[config.mk]
export PLATFORM = sky130hd
export DESIGN_NAME = telnet_option_refusing_parser_flat
export DESIGN_NICKNAME = d
export VERILOG_FILES = /design/src/rtl/topp_pkg.sv /design/src/rtl/topp_if.sv /design/src/rtl/topp_front.sv /design/src/rtl/topp_fifo.sv /design/src/rtl/topp_back.sv /design/src/rtl/telnet_option_refusing_parser.sv /design/src/flat_wrapper.sv
export SDC_FILE = /design/constraint.sdc
export NUM_CORES = 1
export LEC_CHECK = 0
export ABC_AREA = 1
export ABC_CLOCK_PERIOD_IN_PS = 8400
export BUFFER_PORTS_ARGS = -buffer_cell sky130_fd_sc_hd__buf_2
export CELL_PAD_IN_SITES_DETAIL_PLACEMENT = 0
export CELL_PAD_IN_SITES_GLOBAL_PLACEMENT = 1
export CORE_MARGIN = 3
export CORE_UTILIZATION = 30
export CTS_BUF_LIST = sky130_fd_sc_hd__clkbuf_16
export DETAILED_ROUTE_END_ITERATION = 8
export GPL_TIMING_DRIVEN = 0
export PLACE_DENSITY_LB_ADDON = 0.3
export SETUP_SLACK_MARGIN = 0.5
export SLEW_MARGIN = 20
export SYNTH_ARGS = -nofsm -noshare
export SYNTH_HDL_FRONTEND = slang
export SYNTH_SLANG_ARGS = --single-unit
[constraint.sdc]
create_clock -name clk_i -period 8.4 [get_ports clk_i]
set_input_delay 0.42 -clock clk_i [delete_from_list [all_inputs] [get_ports clk_i]]
set_output_delay 0.42 -clock clk_i [all_outputs]
set_load 0.01 [all_outputs]
[src/rtl/topp_pkg.sv]
// Package with shared types, constants and tables of the Telnet option-refusing parser.
`timescale 1ns / 1ps
`default_nettype none
package topp_pkg;

  localparam int CLIENT_COUNT = 4;
  localparam int CLIENT_W     = 2;
  localparam int QUEUE_DEPTH  = 4;
  localparam int QPTR_W       = $clog2(QUEUE_DEPTH);
  localparam int QCNT_W       = $clog2(QUEUE_DEPTH + 1);
  localparam int STEP_W       = 4;

  localparam logic [7:0] B_IAC  = 8'hFF;
  localparam logic [7:0] B_DONT = 8'hFE;
  localparam logic [7:0] B_DO   = 8'hFD;
  localparam logic [7:0] B_WONT = 8'hFC;
  localparam logic [7:0] B_WILL = 8'hFB;
  localparam logic [7:0] B_SB   = 8'hFA;
  localparam logic [7:0] B_SE   = 8'hF0;

  localparam logic [7:0] OPT_ECHO  = 8'h01;
  localparam logic [7:0] OPT_SGA   = 8'h03;
  localparam logic [7:0] OPT_LINEM = 8'h22;

  localparam logic [STEP_W-1:0] REFUSE_LAST = 4'd2;
  localparam logic [STEP_W-1:0] GREET_LAST  = 4'd8;

  typedef enum logic [1:0] {
    OP_BYTE       = 2'd0,
    OP_CONNECT    = 2'd1,
    OP_DISCONNECT = 2'd2,
    OP_NONE       = 2'd3
  } op_e;

  typedef enum logic [2:0] {
    PH_DATA    = 3'd0,
    PH_IAC     = 3'd1,
    PH_OPTION  = 3'd2,
    PH_SUB     = 3'd3,
    PH_SUB_IAC = 3'd4
  } phase_e;

  typedef enum logic [1:0] {
    JOB_DATA   = 2'd0,
    JOB_REFUSE = 2'd1,
    JOB_GREET  = 2'd2
  } job_e;

  typedef enum logic {
    KIND_APP = 1'b0,
    KIND_TX  = 1'b1
  } kind_e;

  typedef struct packed {
    job_e                job;
    logic [CLIENT_W-1:0] client;
    logic [7:0]          data;
    logic                wont;
  } job_t;

  // Welcome sequence: IAC WILL ECHO, IAC WILL SGA, IAC WONT LINEMODE.
  function automatic logic [7:0] greet_byte(input logic [STEP_W-1:0] idx);
    logic [7:0] b;
    unique case (idx)
      4'd0, 4'd3, 4'd6: b = B_IAC;
      4'd1, 4'd4:       b = B_WILL;
      4'd7:             b = B_WONT;
      4'd2:             b = OPT_ECHO;
      4'd5:             b = OPT_SGA;
      4'd8:             b = OPT_LINEM;
      default:          b = 8'h00;
    endcase
    return b;
  endfunction

endpackage
`default_nettype wire

[src/rtl/topp_if.sv]
// Channel interfaces for requests into and results out of the parser.
`timescale 1ns / 1ps
`default_nettype none
interface topp_in_if;
  logic       valid;
  logic       ready;
  logic [1:0] op;
  logic [1:0] client;
  logic [7:0] rx_byte;
  modport source (output valid, output op, output client, output rx_byte, input ready);
  modport sink   (input valid, input op, input client, input rx_byte, output ready);
endinterface

interface topp_out_if;
  logic       valid;
  logic       ready;
  logic       kind;
  logic [1:0] dest_client;
  logic [7:0] out_byte;
  logic       last;
  modport source (output valid, output kind, output dest_client, output out_byte,
                  output last, input ready);
  modport sink   (input valid, input kind, input dest_client, input out_byte,
                  input last, output ready);
endinterface
`default_nettype wire

[src/rtl/topp_front.sv]
// Front end: per-client Telnet parse state and classification into reply jobs.
`timescale 1ns / 1ps
`default_nettype none
module topp_front (
  input  wire logic          clk_i,
  input  wire logic          rst_ni,
  topp_in_if.sink            in_i,
  input  wire logic          push_ready_i,
  output logic               push_valid_o,
  output topp_pkg::job_t     push_job_o
);

  topp_pkg::phase_e phase_q [topp_pkg::CLIENT_COUNT];
  logic             wont_q  [topp_pkg::CLIENT_COUNT];

  topp_pkg::phase_e phase_d;
  logic             wont_d;
  logic             emit;
  logic             accept;
  logic             slot_ok;
  topp_pkg::phase_e cur_phase;

  assign in_i.ready = push_ready_i;
  assign accept     = in_i.valid && push_ready_i;
  assign slot_ok    = int'(in_i.client) < topp_pkg::CLIENT_COUNT;
  assign cur_phase  = phase_q[in_i.client];

  always_comb begin
    phase_d               = cur_phase;
    wont_d                = wont_q[in_i.client];
    emit                  = 1'b0;
    push_job_o.job        = topp_pkg::JOB_DATA;
    push_job_o.client     = in_i.client;
    push_job_o.data       = in_i.rx_byte;
    push_job_o.wont       = wont_q[in_i.client];
    unique case (topp_pkg::op_e'(in_i.op))
      topp_pkg::OP_CONNECT: begin
        phase_d        = topp_pkg::PH_DATA;
        wont_d         = 1'b0;
        emit           = 1'b1;
        push_job_o.job = topp_pkg::JOB_GREET;
      end
      topp_pkg::OP_DISCONNECT: begin
        phase_d = topp_pkg::PH_DATA;
        wont_d  = 1'b0;
      end
      topp_pkg::OP_BYTE: begin
        unique case (cur_phase)
          topp_pkg::PH_DATA: begin
            if (in_i.rx_byte == topp_pkg::B_IAC) begin
              phase_d = topp_pkg::PH_IAC;
            end else begin
              emit = 1'b1;
            end
          end
          topp_pkg::PH_IAC: begin
            priority if (in_i.rx_byte == topp_pkg::B_IAC) begin
              phase_d = topp_pkg::PH_DATA;
              emit    = 1'b1;
            end else if (in_i.rx_byte == topp_pkg::B_DO ||
                         in_i.rx_byte == topp_pkg::B_DONT) begin
              phase_d = topp_pkg::PH_OPTION;
              wont_d  = 1'b1;
            end else if (in_i.rx_byte == topp_pkg::B_WILL ||
                         in_i.rx_byte == topp_pkg::B_WONT) begin
              phase_d = topp_pkg::PH_OPTION;
              wont_d  = 1'b0;
            end else if (in_i.rx_byte == topp_pkg::B_SB) begin
              phase_d = topp_pkg::PH_SUB;
            end else begin
              phase_d = topp_pkg::PH_DATA;
            end
          end
          topp_pkg::PH_OPTION: begin
            phase_d        = topp_pkg::PH_DATA;
            emit           = 1'b1;
            push_job_o.job = topp_pkg::JOB_REFUSE;
          end
          topp_pkg::PH_SUB: begin
            if (in_i.rx_byte == topp_pkg::B_IAC) begin
              phase_d = topp_pkg::PH_SUB_IAC;
            end
          end
          topp_pkg::PH_SUB_IAC: begin
            phase_d = (in_i.rx_byte == topp_pkg::B_SE) ? topp_pkg::PH_DATA
                                                      : topp_pkg::PH_SUB;
          end
          default: begin
            phase_d = topp_pkg::PH_DATA;
          end
        endcase
      end
      default: begin
      end
    endcase
  end

  assign push_valid_o = in_i.valid && slot_ok && emit;

  always_ff @(posedge clk_i or negedge rst_ni) begin
    if (!rst_ni) begin
      for (int i = 0; i < topp_pkg::CLIENT_COUNT; i++) begin
        phase_q[i] <= topp_pkg::PH_DATA;
        wont_q[i]  <= 1'b0;
      end
    end else if (accept && slot_ok) begin
      phase_q[in_i.client] <= phase_d;
      wont_q[in_i.client]  <= wont_d;
    end
  end

endmodule
`default_nettype wire

[src/rtl/topp_fifo.sv]
// Short job queue between the parser front end and the reply back end.
`timescale 1ns / 1ps
`default_nettype none
module topp_fifo (
  input  wire logic          clk_i,
  input  wire logic          rst_ni,
  input  wire logic          push_valid_i,
  output logic               push_ready_o,
  input  topp_pkg::job_t     push_job_i,
  output logic               pop_valid_o,
  input  wire logic          pop_i,
  output topp_pkg::job_t     pop_job_o
);

  topp_pkg::job_t                 mem_q [topp_pkg::QUEUE_DEPTH];
  logic [topp_pkg::QPTR_W-1:0]    wr_q, wr_d, rd_q, rd_d;
  logic [topp_pkg::QCNT_W-1:0]    cnt_q, cnt_d;
  logic                           do_push, do_pop;

  localparam logic [topp_pkg::QPTR_W-1:0] PTR_TOP =
    topp_pkg::QPTR_W'(topp_pkg::QUEUE_DEPTH - 1);
  localparam logic [topp_pkg::QCNT_W-1:0] CNT_FULL =
    topp_pkg::QCNT_W'(topp_pkg::QUEUE_DEPTH);

  assign push_ready_o = cnt_q != CNT_FULL;
  assign pop_valid_o  = cnt_q != '0;
  assign do_push      = push_valid_i && push_ready_o;
  assign do_pop       = pop_i && pop_valid_o;
  assign pop_job_o    = mem_q[rd_q];

  always_comb begin
    wr_d  = do_push ? ((wr_q == PTR_TOP) ? '0 : wr_q + 1'b1) : wr_q;
    rd_d  = do_pop  ? ((rd_q == PTR_TOP) ? '0 : rd_q + 1'b1) : rd_q;
    cnt_d = cnt_q;
    if (do_push && !do_pop) begin
      cnt_d = cnt_q + 1'b1;
    end else if (do_pop && !do_push) begin
      cnt_d = cnt_q - 1'b1;
    end
  end

  always_ff @(posedge clk_i or negedge rst_ni) begin
    if (!rst_ni) begin
      wr_q  <= '0;
      rd_q  <= '0;
      cnt_q <= '0;
    end else begin
      wr_q  <= wr_d;
      rd_q  <= rd_d;
      cnt_q <= cnt_d;
    end
  end

  always_ff @(posedge clk_i) begin
    if (do_push) begin
      mem_q[wr_q] <= push_job_i;
    end
  end

  a_cnt_bound: assert property (@(posedge clk_i) disable iff (!rst_ni)
    cnt_q <= CNT_FULL) else $error("job queue count overflow");

  a_push_only: assert property (@(posedge clk_i) disable iff (!rst_ni)
    (do_push && !do_pop) |=> cnt_q == $past(cnt_q) + 1'b1)
    else $error("job queue count missed a push");

  a_ptr_gap: assert property (@(posedge clk_i) disable iff (!rst_ni)
    (cnt_q == '0) |-> (wr_q == rd_q)) else $error("empty queue with pointer gap");

endmodule
`default_nettype wire

[src/rtl/topp_back.sv]
// Back end: expands queued jobs into data bytes and transmit reply bytes.
`timescale 1ns / 1ps
`default_nettype none
module topp_back (
  input  wire logic          clk_i,
  input  wire logic          rst_ni,
  input  wire logic          job_valid_i,
  input  topp_pkg::job_t     job_i,
  output logic               pop_o,
  topp_out_if.source         out_o
);

  logic [topp_pkg::STEP_W-1:0] step_q, step_d;
  logic                        is_last;
  logic                        fire;

  always_comb begin
    out_o.kind     = topp_pkg::KIND_TX;
    out_o.out_byte = job_i.data;
    is_last        = 1'b1;
    unique case (job_i.job)
      topp_pkg::JOB_DATA: begin
        out_o.kind = topp_pkg::KIND_APP;
      end
      topp_pkg::JOB_REFUSE: begin
        is_last = step_q == topp_pkg::REFUSE_LAST;
        if (step_q == '0) begin
          out_o.out_byte = topp_pkg::B_IAC;
        end else if (step_q == 4'd1) begin
          out_o.out_byte = job_i.wont ? topp_pkg::B_WONT : topp_pkg::B_DONT;
        end
      end
      topp_pkg::JOB_GREET: begin
        is_last        = step_q == topp_pkg::GREET_LAST;
        out_o.out_byte = topp_pkg::greet_byte(step_q);
      end
      default: begin
      end
    endcase
  end

  assign out_o.valid       = job_valid_i;
  assign out_o.dest_client = job_i.client;
  assign out_o.last        = is_last;
  assign fire              = job_valid_i && out_o.ready;
  assign pop_o             = fire && is_last;

  always_comb begin
    step_d = step_q;
    if (fire) begin
      step_d = is_last ? '0 : step_q + 1'b1;
    end
  end

  always_ff @(posedge clk_i or negedge rst_ni) begin
    if (!rst_ni) begin
      step_q <= '0;
    end else begin
      step_q <= step_d;
    end
  end

endmodule
`default_nettype wire

[src/rtl/telnet_option_refusing_parser.sv]
// Top level of the Telnet receive parser that refuses every option request.
// A request that produces output enters the job queue; the back end reads the queue head.
// Throughput: one request per cycle while the queue has room; each job holds the output.
// Refusals give three results and the connect welcome nine; a 4-entry job queue absorbs them.
// Reset: every client slot returns to the data phase and the job queue empties at once.
`timescale 1ns / 1ps
`default_nettype none
module telnet_option_refusing_parser (
  input  wire logic  clk_i,
  input  wire logic  rst_ni,
  topp_in_if.sink    in_i,
  topp_out_if.source out_o
);

  // The front end keeps one parse phase and one refusal flag per client and turns
  // each request into at most one job: pass a data byte, refuse an option, or
  // send the welcome. Requests that the parser swallows (IAC, commands,
  // subnegotiation bytes, disconnects, ignored op codes) leave the queue untouched.
  logic           push_valid;
  logic           push_ready;
  topp_pkg::job_t push_job;

  // The queue lets the front end keep taking requests while the back end is
  // still spelling out a multi-byte reply or waits on a stalled sink.
  logic           job_valid;
  logic           job_pop;
  topp_pkg::job_t job_head;

  topp_front u_front (
    .clk_i        (clk_i),
    .rst_ni       (rst_ni),
    .in_i         (in_i),
    .push_ready_i (push_ready),
    .push_valid_o (push_valid),
    .push_job_o   (push_job)
  );

  topp_fifo u_fifo (
    .clk_i        (clk_i),
    .rst_ni       (rst_ni),
    .push_valid_i (push_valid),
    .push_ready_o (push_ready),
    .push_job_i   (push_job),
    .pop_valid_o  (job_valid),
    .pop_i        (job_pop),
    .pop_job_o    (job_head)
  );

  // The back end walks a step counter over the head job and pops it with the
  // result that carries last.
  topp_back u_back (
    .clk_i       (clk_i),
    .rst_ni      (rst_ni),
    .job_valid_i (job_valid),
    .job_i       (job_head),
    .pop_o       (job_pop),
    .out_o       (out_o)
  );

endmodule
`default_nettype wire

[src/flat_wrapper.sv]
// flat-port wrapper written by rule: the top's interface ports become plain ports
module telnet_option_refusing_parser_flat 
  (clk_i, rst_ni, in_i_valid, in_i_op, in_i_client, in_i_rx_byte, in_i_ready, out_o_valid, out_o_kind, out_o_dest_client, out_o_out_byte, out_o_last, out_o_ready);
  topp_in_if in_i_i ();
  topp_out_if out_o_i ();
  input  wire logic clk_i;
  input  wire logic rst_ni;
  input wire logic [$bits(in_i_i.valid)-1:0] in_i_valid;
  input wire logic [$bits(in_i_i.op)-1:0] in_i_op;
  input wire logic [$bits(in_i_i.client)-1:0] in_i_client;
  input wire logic [$bits(in_i_i.rx_byte)-1:0] in_i_rx_byte;
  output wire logic [$bits(in_i_i.ready)-1:0] in_i_ready;
  output wire logic [$bits(out_o_i.valid)-1:0] out_o_valid;
  output wire logic [$bits(out_o_i.kind)-1:0] out_o_kind;
  output wire logic [$bits(out_o_i.dest_client)-1:0] out_o_dest_client;
  output wire logic [$bits(out_o_i.out_byte)-1:0] out_o_out_byte;
  output wire logic [$bits(out_o_i.last)-1:0] out_o_last;
  input wire logic [$bits(out_o_i.ready)-1:0] out_o_ready;
  assign in_i_i.valid = in_i_valid;
  assign in_i_i.op = in_i_op;
  assign in_i_i.client = in_i_client;
  assign in_i_i.rx_byte = in_i_rx_byte;
  assign in_i_ready = in_i_i.ready;
  assign out_o_valid = out_o_i.valid;
  assign out_o_kind = out_o_i.kind;
  assign out_o_dest_client = out_o_i.dest_client;
  assign out_o_out_byte = out_o_i.out_byte;
  assign out_o_last = out_o_i.last;
  assign out_o_i.ready = out_o_ready;
  telnet_option_refusing_parser u_core (.clk_i(clk_i), .rst_ni(rst_ni), .in_i(in_i_i), .out_o(out_o_i));
endmodule
# Word-level counts from Yosys, hierarchy flattened
# Memory sizes are Yosys's and may differ from the RTL's.
# Index checks and enable logic that the tools add are counted.
# classes
add_sub_neg	5
mul	0
n_div	0
magnitude_cmp	2
eq_ne	21
n_shift	0
muxes	45
bitwise_logic	1
n_reduce_logical	20
# op_table
cell	count
$eq 8x8->1 const B	7
$mux 3	7
$mux 2	8
$mux 8	2
$pmux 8 s2	1
$mux 1	13
$bwmux 12	1
$pmux 3 s4	1
$logic_and 1x1->1	9
$eq 2x2->1 const B	4
$bmux 3 s2	1
$demux 3 s2	1
$eq 3x2->1 const B	2
$pmux 1 s2	3
$pmux 3 s2	1
$add 2x1->2 const B	2
$add 4x1->4 const B	1
$bwmux 4	1
$eq 2x1->1 const B	2
$eq 4x1->1 const B	1
$eq 4x2->1 const B	1
$eq 4x4->1 const B	1
$logic_not 2->1	2
$logic_not 4->1	1
other kinds (19)	21
# word_totals
regBits	27
latchBits	0
ram_bits	52
mem_bits_ro	128
in_bits	16
out_inout_bits	14
elab_cells	108
mem_count	2
# memory_table
name	depth	word_bits	read_ports	rd_ports_with_merged_regs	write_ports	line_no	rtl
(no name shown)	16	8	1	0	0	topp_pkg.sv:64	unique case (idx)
u_core.u_fifo.mem_q	4	13	1	0	1	topp_fifo.sv:15	topp_pkg::job_t mem_q [topp_pkg::QUEUE_DEPTH];

# Depth between registers and ports, before layout
# depth
word_depth	13
mapped_depth	21
ltp_nobuf	19

# By module
# From an unflattened synthesis, not the netlist that was laid out.
# unflattened
hier_cells	515
hier_area_um2	4548.1
# by_module_without_submodules
module	n_inst	cells_per_inst	area_each_um2	seq_area_each_um2
topp_fifo	1	210	2606.2	1736.7
topp_front	1	194	1223.7	400.4
topp_back	1	111	718.2	100.1

# Worst setup path after synthesis
# No wires, ideal clock.
# synth_timing
kind	register -> register
start	register u_core.u_fifo.rd_q[0] (netlist bit)
end	register u_core.u_fifo.cnt_q[1] (netlist bit)
setup_time_ns	0.123
arrival_ns	2.997
required_ns	8.277
path_slack_ns	5.280
path_stages_with_launch	21
n_path_buf	2
period_less_slack_ns	3.120
cell_sequence	dfrtp_1 -> buf_2 -> clkinv_1 -> clkbuf_1 -> nand2_1 -> a32oi_1 -> inv_1 -> ha_1 -> inv_1 -> nor2_1 -> inv_1 -> nand4_1 -> nand2_1 -> inv_1 -> nor2_1 -> inv_1 -> ha_1 -> inv_1 -> fa_1 -> nor2_1 -> a21oi_1
# synth_via
elab_chain_len	8
elab_cells_between_ends	11
classes_between	2 x eq/ne; 2 x mux; 6 x reduce/logical; 1 x memory
# synth_rtl
element	line_no	rtl
start, declared	topp_fifo.sv:16	logic [topp_pkg::QPTR_W-1:0] wr_q, wr_d, rd_q, rd_d;
start signal, assigned	topp_fifo.sv:49	rd_q <= rd_d;
$mem_v2 4x13 *	--	
$eq 2x2->1 / $eq 2x1->1 (equally long branches)	topp_back.sv:21	unique case (job_i.job)
$pmux 1 s2 *	topp_back.sv:21	
net out_o_last	flat_wrapper.sv:17	output wire logic [$bits(out_o_i.last)-1:0] out_o_last;
$logic_and 1x1->1 *	topp_back.sv:46	assign pop_o = fire && is_last;
$logic_and 1x1->1 *	topp_fifo.sv:28	assign do_pop = pop_i && pop_valid_o;
$logic_not 1->1 *	topp_fifo.sv:35	if (do_push && !do_pop) begin
$logic_and 1x1->1 *	topp_fifo.sv:35	
$mux 3 *	topp_fifo.sv:35	
net u_core.u_fifo.cnt_d, one bit	topp_fifo.sv:17	logic [topp_pkg::QCNT_W-1:0] cnt_q, cnt_d;
end signal, assigned	topp_fifo.sv:50	cnt_q <= cnt_d;
end, declared	topp_fifo.sv:17	
# Mark *: on every way through the listed nets, which the timed path passes. The rest lies on a longest branch.
# A chain may end at the register's enable or synchronous reset.

# Worst setup path in the final report
# layout_timing
start	register u_core.u_fifo.rd_q[0] (netlist bit)
end	output out_o_out_byte[3]
# layout_via
elab_chain_len	4
elab_cells_between_ends	6
classes_between	2 x eq/ne; 3 x mux; 1 x memory
# layout_rtl
element	line_no	rtl
$mem_v2 4x13 *	--	
$mux 8	topp_back.sv:29	end else if (step_q == 4'd1) begin
$mux 8	topp_back.sv:27	if (step_q == '0) begin
$pmux 8 s2 *	topp_back.sv:21	
end, declared	flat_wrapper.sv:16	output wire logic [$bits(out_o_i.out_byte)-1:0] out_o_out_byte;
# Every way passes the cells marked *; elsewhere a longest branch is shown, timed or not.

==> flow_summary.ini <==
[status]
outcome = finished, final reports clean

[finish]
antenna_cells = 0
ff_latch_area_um2 = 2240
multi_input_area_um2 = 1510
drive_gt1_share_pct = 12.2
layout_commonest_cell = nand2_1
area_growth_pct = 16.6
fillers = 1333
finalInstanceArea_um2 = 4640
mostFrequentLayoutCells = nand2_1 (151), edfxtp_1 (52), inv_1 (49)
nNetsFinal = 520

[sta]
slew_violations = 0
hold_viol = 0
max_freq_ghz = 0.250
setup-tns-final_ns = 0
worst_pin_slew_ns = 0.801
fin_crit_sh_pct = 47.6
setup_viol = 0
rsz0062_at_grt = no
fin_worst_skew_ns = 0.00646
worst_slack_ns = 4.40
final.min_clock_period_ns = 4.00
timing.slew.headroom_pct = 46.5

[logic_synthesis]
synth_area_um2 = 3980
ys_warn_count = 0
synth.distinct_cells = 29
syn_inst = 448
synth_seq_cells = 79
syn_avg_cell_area_um2 = 8.88
yosys.area.top_type = edfxtp_1
synthTopCellsByArea = edfxtp_1 (39%), dfrtp_1 (17%), nand2_1 (14%)
ys_seq_area_share_pct = 56.3
synth.top_cell.area_share_pct = 39.3
synth_nets = 480

[grt]
grt_pass1_vias = 2962
overflow = 0
antenna_found_initial = 1
grt_usage_pct = 13.3
grt_start_max_net_pins = 28
grt_pass1_wl_mm = 14.9

[worst_setup_path]
critical_path_class = reg -> out
reg2reg_depth = 20
cp-end-kind = primary output
r2r_start = u_core.u_fifo.rd_q[0]$_DFFE_PN0P_
cp-start-kind = register
r2r_setup_slack_ns = 4.54
crit-reg2reg-capture = u_core.u_fifo.cnt_q[1]$_DFFE_PN0P_
startpoint = u_core.u_fifo.rd_q[0]$_DFFE_PN0P_
cp_data_arrival_time_ns = 3.58
crit_fanout = 10
crit_path_end = out_o_out_byte[3]
worst_ep_required_time_ns = 7.98

[clocking]
cts_post_setup_buffers_inserted = 0
cts_resized = 0
clockRootBuffer = clkbuf_16
htreeDepth = 3
cts_made_buffers = 9
holdBufCountCts = 0
cts_tree = yes
clk_pin_slew_ns = 0.06
clk-insertion-delay-late_ns = 0.33
clkSinkCount = 79
clock_path_buffers = 2

[detailed_routing]
drtPass1Iterations = 5
viasPerCell = 4.58
drt_iter0_drc = 135
vias = 3044
met2_length_mm = 4.38
top_layer_used = met5
wl_met1_mm = 4.19
wl_per_cell_um = 13.6
met3WireLength_um = 272
drcViolationCount = 0
postRouteAntennaNets = 0
drt_wl_total_mm = 9.07

[job]
cap_violations = 0

[place]
placed_area_um2 = 4350
place_hpwl_mm = 6.73
place_congestion = 0.766
numPortBuffers = 29
dp_worst_setup_slack_ns = 4.48

[floorplanning]
io_pins = 30
start_util_pct = 31.1
dieArea_um2 = 14700
fp-row-count = 41
core_area_um2 = 12800
die_y_um = 121
die_w_um = 121

[worst_hold_path]
hp-class = in -> async

[pwr]
p_leak_nw = 2.10
power_density_nw_per_um2 = 337
peakVddDrop_mv = 0.0993
-- sequential cells by signal (all words and copies together) (netlist names) --
name	count
u_core.u_front.wont_q	4
u_core.u_back.step_q	4
u_core.u_fifo.mem_q	52
u_core.u_fifo.rd_q	2
u_core.u_fifo.wr_q	2
u_core.u_front.phase_q	12
u_core.u_fifo.cnt_q	3
-- area by class of cell --
type,count,area share [%]
plain buffers,8,0.783
clock buffers,9,4.86
clock inverters,7,1.38
inverters,53,4.29
multi-input cells,308,32.7
flip-flops and latches,79,48.3
well taps,172,4.64
repair buffers,29,3.13
-- critical path, cell delays in order (launching register included) --
cell and delay (ns):
dfrtp_1 0.37, buf_2 0.18, clkinv_1 0.16, clkbuf_1 0.43, nand2_1 0.10, a32oi_1 0.31
inv_1 0.11, ha_1 0.25, inv_1 0.10, nor2_1 0.06, inv_1 0.10, nor2_1 0.07
o21ai_0 0.62, a21oi_1 0.20, buf_2 0.20
-- report_power, final --
group,leakage [nW],switching [mW],internal (mW),total (mW)
Clock,0.140,0.147,0.227,0.374
Sequential,0.837,0.0349,0.475,0.510
Combinational,1.13,0.444,0.235,0.679
-- per-stage QoR --
| step | cells | util (%) | power, mW | hold WS, ns |
|---|---|---|---|---|
| floorplan | 448 | - | 0.961 | 0.124 |
| global placement | 649 | 34.0 | 1.20 | 0.469 |
| detailed placement | 649 | 34.0 | 1.21 | 0.467 |
| CTS | 665 | 36.3 | 1.59 | 0.138 |
| global route | 665 | 36.3 | 1.69 | 0.175 |
| finish | 665 | 36.3 | 1.56 | 0.117 |
-- per-layer routing --
layer / GRT usage, % / vias up
li1: - / 1557
met1: 16.6 / 1403
met2: 22.3 / 57
met3: 3.03 / 25
met4: 5.38 / 2
met5: 0 / -
-- Yosys cell counts --
cell type	n
nand2_2	4
a32o_1	5
clkinv_1	1
a221oi_1	1
buf_2	2
o21ai_2	1
a21oi_1	23
nand4_1	2
inv_2	3
o22ai_1	7
a31oi_1	1
xor2_1	1
inv_1	49
clkbuf_1	5
nor3_1	1
nand2_4	1
o21ai_1	2
ha_1	15
edfxtp_1	52
nor2_4	1
a32oi_1	2
buf_4	1
nand2_1	151
fa_1	1
nand3_1	20
nor2_1	43
o21ai_0	25
dfrtp_1	27
xnor2_1	1
-- how the worst min path moves through the flow --
stage,startpoint,end,cells past startpoint
floorplan,rst_ni,u_core.u_back.step_q[0]$_DFFE_PN0P_,0
global placement,u_core.u_front.wont_q[2]$_DFFE_PN0P_,u_core.u_front.wont_q[2]$_DFFE_PN0P_,2
detailed placement,u_core.u_front.wont_q[0]$_DFFE_PN0P_,u_core.u_front.wont_q[0]$_DFFE_PN0P_,2
CTS,rst_ni,u_core.u_fifo.wr_q[1]$_DFFE_PN0P_,1
global route,rst_ni,u_core.u_front.phase_q[3]$_DFFE_PN0P_,1
finish,rst_ni,u_core.u_fifo.cnt_q[2]$_DFFE_PN0P_,1
-- cell families after synthesis --
kind of cell	Yosys count	share of synthesized area (%)
AND/OR/NAND/NOR	223	22.5
AO/OA/AOI/OAI	67	9.69
XOR/XNOR	2	0.441
flip-flops	79	56.3
buffers and inverters	61	5.92
adder cells (fa/ha/maj)	16	5.22
Note: power is estimated with default switching activity, not from simulation.
